**src/hw/rtl/uv_sphere_mesh_generator_assert.svh**
```systemverilog
// Assertion macros for the sphere mesh generator.
// Each macro samples on aclk and is switched off while aresetn is low.
`ifndef UV_SPHERE_MESH_GENERATOR_ASSERT_SVH
`define UV_SPHERE_MESH_GENERATOR_ASSERT_SVH

`ifndef SYNTHESIS
`define USMG_ASSERT_IMP(lbl, ante, cons, msg) \
    lbl: assert property (@(posedge aclk) disable iff (!aresetn) (ante) |-> (cons)) \
        else $error(msg);
`define USMG_ASSERT_NXT(lbl, ante, cons, msg) \
    lbl: assert property (@(posedge aclk) disable iff (!aresetn) (ante) |=> (cons)) \
        else $error(msg);
`else
`define USMG_ASSERT_IMP(lbl, ante, cons, msg)
`define USMG_ASSERT_NXT(lbl, ante, cons, msg)
`endif

`endif

```
**src/hw/rtl/usmg_div.sv**
```systemverilog
`timescale 1ns / 1ps
module usmg_div #(
    parameter int NUM_W = 26,
    parameter int DEN_W = 9,
    parameter int QUO_W = 16
) (
    input  logic             aclk,
    input  logic             en,
    input  logic [NUM_W-1:0] num,
    input  logic [DEN_W-1:0] den,
    output logic [QUO_W-1:0] quo
);

    localparam int W = (NUM_W > DEN_W + QUO_W) ? NUM_W : DEN_W + QUO_W;

    logic [W-1:0]     rem_reg [QUO_W];
    logic [QUO_W-1:0] quo_reg [QUO_W];

    for (genvar k = 0; k < QUO_W; k++) begin : g_stage
        logic [W-1:0]     rem_in;
        logic [W-1:0]     div_sh;
        logic [W-1:0]     rem_next;
        logic [QUO_W-1:0] quo_in;
        logic [QUO_W-1:0] quo_next;

        if (k == 0) begin : g_first
            assign rem_in = W'(num);
            assign quo_in = '0;
        end else begin : g_rest
            assign rem_in = rem_reg[k-1];
            assign quo_in = quo_reg[k-1];
        end

        assign div_sh = W'(den) << (QUO_W - 1 - k);

        always_comb begin
            rem_next = rem_in;
            quo_next = quo_in;
            if (rem_in >= div_sh) begin
                rem_next = rem_in - div_sh;
                quo_next[QUO_W-1-k] = 1'b1;
            end
        end

        always_ff @(posedge aclk) begin
            if (en) begin
                rem_reg[k] <= rem_next;
                quo_reg[k] <= quo_next;
            end
        end
    end

    assign quo = quo_reg[QUO_W-1];

endmodule

```
**config.mk**
```make
export PLATFORM = sky130hd
export DESIGN_NAME = usmg_div
export DESIGN_NICKNAME = d
export VERILOG_FILES = /design/src/hw/rtl/uv_sphere_mesh_generator_assert.svh /design/src/hw/rtl/usmg_div.sv
export SDC_FILE = /design/constraint.sdc
export NUM_CORES = 1
export LEC_CHECK = 0
export ABC_AREA = 0
export BUFFER_PORTS_ARGS = -buffer_cell sky130_fd_sc_hd__buf_2
export CAP_MARGIN = 20
export CORE_MARGIN = 2
export CORE_UTILIZATION = 51
export CTS_CLUSTER_SIZE = 8
export DETAILED_ROUTE_END_ITERATION = 12
export PLACE_DENSITY = 0.67
export SYNTH_ARGS = -nofsm -noshare
export SYNTH_HDL_FRONTEND = slang
export SYNTH_SLANG_ARGS = --single-unit
```
**constraint.sdc**
```tcl
create_clock -name aclk -period 3.7 [get_ports aclk]
set_input_delay 0.185 -clock aclk [delete_from_list [all_inputs] [get_ports aclk]]
set_output_delay 0.185 -clock aclk [all_outputs]
set_load 0.02 [all_outputs]
```
==> out/qor.txt <==
================================================================================
Number of inserted diodes                                                      0
Flip-flop count of the largest register after layout                         390
Remaining routing DRC violations                                               0
Area fraction of the dominant cell type after synthesis                    59.7%
Largest net degree at the start of global routing                            101
Post-detail-place hpwl                                                  39200 um
Maximum vdd drop                                                      0.000449 V
First-pass GRT wire length                                              89700 um
Number of hold buffers added after cts                                        26
Clock Root Buffer                                                   sky130_fd_sc_hd__clkbuf_16
Worst Path Max Fanout                                                          5
Total GRT Usage                                                            21.4%
Crit path largest cell delay                                             0.59 ns
Arrival time at the worst endpoint                                       3.64 ns
Share of async-settable or async-resettable flops after synthesis             0%
Fin. max-slew vios                                                             0
Clock transition at the registers of the reported paths                  0.05 ns
Slew HR                                                                    46.3%
Total standard cell area after synthesis                              26500 um^2
Unrepaired setup endpoints after global routing                            false
Worst Tran Pin Value                                                    0.805 ns
Vias                                                                       17062
Combinational fraction of design power                                     23.7%
Average wire length per cell after detail routing                        19.3 um
Post-synthesis instance total                                               2070
Top cells by area, synth                                            sky130_fd_sc_hd__edfxtp_1 60%, sky130_fd_sc_hd__ha_1 6.8%, sky130_fd_sc_hd__xor2_1 3.3%
Sum of internal, switching and leakage power                             19.6 mW
Maxcap violations                                                              0
Global route total overflow                                                    0
First-iteration detailed-routing DRC count                                  1091
Share of the cycle needed by the critical path after routing               89.0%
Worst Path Class, Setup                                             register to register
Mean number of vias per cell                                                5.82
Net switching component of the power                                     5.85 mW
Filler Cells Inserted                                                       4032
Final instance count without filler cells                                   2933
Clock insertion delay at the later pin of the skew report                0.62 ns
Site row count                                                                83
I/O pin cnt                                                                   53
Count of cell types in the netlist                                            77
Class of the most critical hold timing path                         input port to register
Placer Congestion                                                          0.870
Power Density                                                        647 nW/um^2
Core utilization of the finished layout                                    59.0%
Worst setup SP type                                                     register
Cell chain of the critical path                                     ha_1, or4b_2, nor4_1, a211o_1, nor3b_1, nand2_1, xnor2_1
Area of the core region                                               51300 um^2
Port Buffers                                                                  52
Sequential-to-total area share from yosys stat                             59.7%
Part of the total power dissipated in sequential elements                  44.9%
TritonCTS sink count                                                         526
Internal Dissipation                                                     13.7 mW
Number of cells in the design after placement                               2820
Buffers from clock root to sink, at most                                       3
Worst hold stages                                                              1
Final wirelength                                                        56500 um
Pre-antenna DRT Iters                                                          5
CP Data Required Time                                                    4.05 ns
Number of cells on the worst reg-to-reg path                                   7
Cell with the largest stage delay on the worst path                 sky130_fd_sc_hd__or4b_2
Number of global-route vias before repair                                  16907
Outcome                                                             finished, final reports clean
Most common library cells after synthesis                           526 x sky130_fd_sc_hd__edfxtp_1, 144 x sky130_fd_sc_hd__ha_1, 138 x sky130_fd_sc_hd__nor2_1, 138 x sky130_fd_sc_hd__o21ai_0, 131 x sky130_fd_sc_hd__nand2_1
CTS Buf Count                                                                 76
H-tree depth reported by CTS                                                   3
Post-CTS resize count                                                          0
Final-stage net count                                                       2440
Sw frac                                                                    29.9%
Upper clock frequency limit                                            0.304 GHz
Final setup violation count                                                    0
Flip-flop and latch count after synthesis                                    526
Die area                                                              53800 um^2
Number of flops mapped to enable cells by yosys                              526
Synth Area per Inst                                                    12.8 um^2
Number of synthesis warnings                                                   0
Most common cell in the synthesized netlist                         sky130_fd_sc_hd__edfxtp_1
Die Height                                                                232 um
Share of power burned in the clock network                                 31.5%
Fraction of layout cells with a size suffix above 1                        11.3%
Postcts setup bufs                                                             0
Final worst path period need                                             3.29 ns
Die width                                                                 232 um
Antenna violations before repair                                               0
Clock tree from TritonCTS                                                   done
Number of routed nets with antenna violations                                  0
Starting Density                                                           51.6%
Layout overhead on the synthesized area                                    14.3%
Clock tree skew after final layout                                     0.0234 ns
Aggregate negative setup slack                                              0 ns
Most area-hungry cell type in the Yosys netlist                     sky130_fd_sc_hd__edfxtp_1
Smallest hold slack                                                    0.0753 ns
Type of destination of the critical path                                register
P_leak                                                                   10.9 nW
Count of endpoints failing hold in the final timing report                     0
Nets in the synthesized netlist                                             2266
Most used flip-flop cell after synthesis                            sky130_fd_sc_hd__edfxtp_1
================================================================================
routing by layer:
metal / up-vias / global-route usage (%) / wire (um)
met5: - / 0 / 0
li1: 8255 / - / -
met4: 0 / 8.59 / 1950
met1: 8259 / 27.6 / 24600
met3: 130 / 3.63 / 2550
met2: 418 / 36.0 / 27400
power groups by stage:
stage / Combinational, mW / Sequential [mW] / Clock (mW)
2_1_floorplan: 3.50 / 8.55 / 0
3_3_place_gp: 4.43 / 8.87 / 0
3_5_place_dp: 4.57 / 8.88 / 0
4_1_cts: 4.62 / 8.79 / 6.30
5_1_grt: 5.19 / 8.90 / 6.53
6_report: 4.64 / 8.79 / 6.16
layout by cell type, fill, tap and decap left out, types with 22 or more instances in the layout:
cell                              n
sky130_fd_sc_hd__nand2b_1        38
sky130_fd_sc_hd__or3_1           28
sky130_fd_sc_hd__nor2b_1         28
sky130_fd_sc_hd__o21ai_0        138
sky130_fd_sc_hd__nor3_1          60
sky130_fd_sc_hd__edfxtp_1       526
sky130_fd_sc_hd__o21a_1          24
sky130_fd_sc_hd__a21o_1          35
sky130_fd_sc_hd__buf_4           34
sky130_fd_sc_hd__mux2_2          34
sky130_fd_sc_hd__nor2_1         138
sky130_fd_sc_hd__nor4_1          50
sky130_fd_sc_hd__ha_1           144
sky130_fd_sc_hd__buf_2           51
sky130_fd_sc_hd__nand4_1         22
sky130_fd_sc_hd__xor2_1          99
sky130_fd_sc_hd__dlygate4sd3_1   26
sky130_fd_sc_hd__xnor2_1         97
sky130_fd_sc_hd__a21oi_1        121
sky130_fd_sc_hd__nand2_1        131
sky130_fd_sc_hd__inv_1           67
sky130_fd_sc_hd__clkbuf_16       76
cells by family (layout without fill, tap and decap cells):
logic type,Yosys count,in the layout,synth area share [%]
and+or+nand+nor,620,620,12.6
DFF,526,526,59.7
AOI/OAI and AO/OA,434,434,10.2
xor gates and xnor gates,196,196,6.48
adders and majority gates,159,159,7.94
buffers and inverters,94,277,1.42
muxes,41,41,1.71
metrics by stage:
| step | setup WS, ns | cell area [um^2] |
|---|---|---|
| CTS | 0.396 | 30300 |
| global route | 0.154 | 30300 |
| global placement | 0.309 | 27900 |
| finish | 0.406 | 30300 |
| floorplan | 0.598 | 26500 |
| detailed placement | 0.235 | 27900 |
final timing paths:
path,startpoint,endpoint,slack (ns)
min,en,quo_reg[1][46],0.08
max reg2reg,rem_reg[1][33],rem_reg[1][76],0.41
max,rem_reg[1][33],rem_reg[1][76],0.41
min reg2reg,quo_reg[1][53],quo_reg[1][69],0.41
worst max-delay path: cells and delay by family, from the launching register on:
kind	cells	cell delay (ns)
fa+ha+maj	1	0.38
compound gates	1	0.28
simple gates	4	1.79
flops	1	0.43
xor+xnor	1	0.15
final cells by class:
class	instances	area, um^2	area share, %
Sequential cell	526	15800	52.2
Clock inverter	9	168	0.554
Timing Repair Buffer	121	966	3.19
Tap cell	680	851	2.81
Clock buffer	78	1910	6.31
Multi-Input combinational cell	1450	10300	34.1
Inverter	69	259	0.856
(Power assumes the default switching activity.)
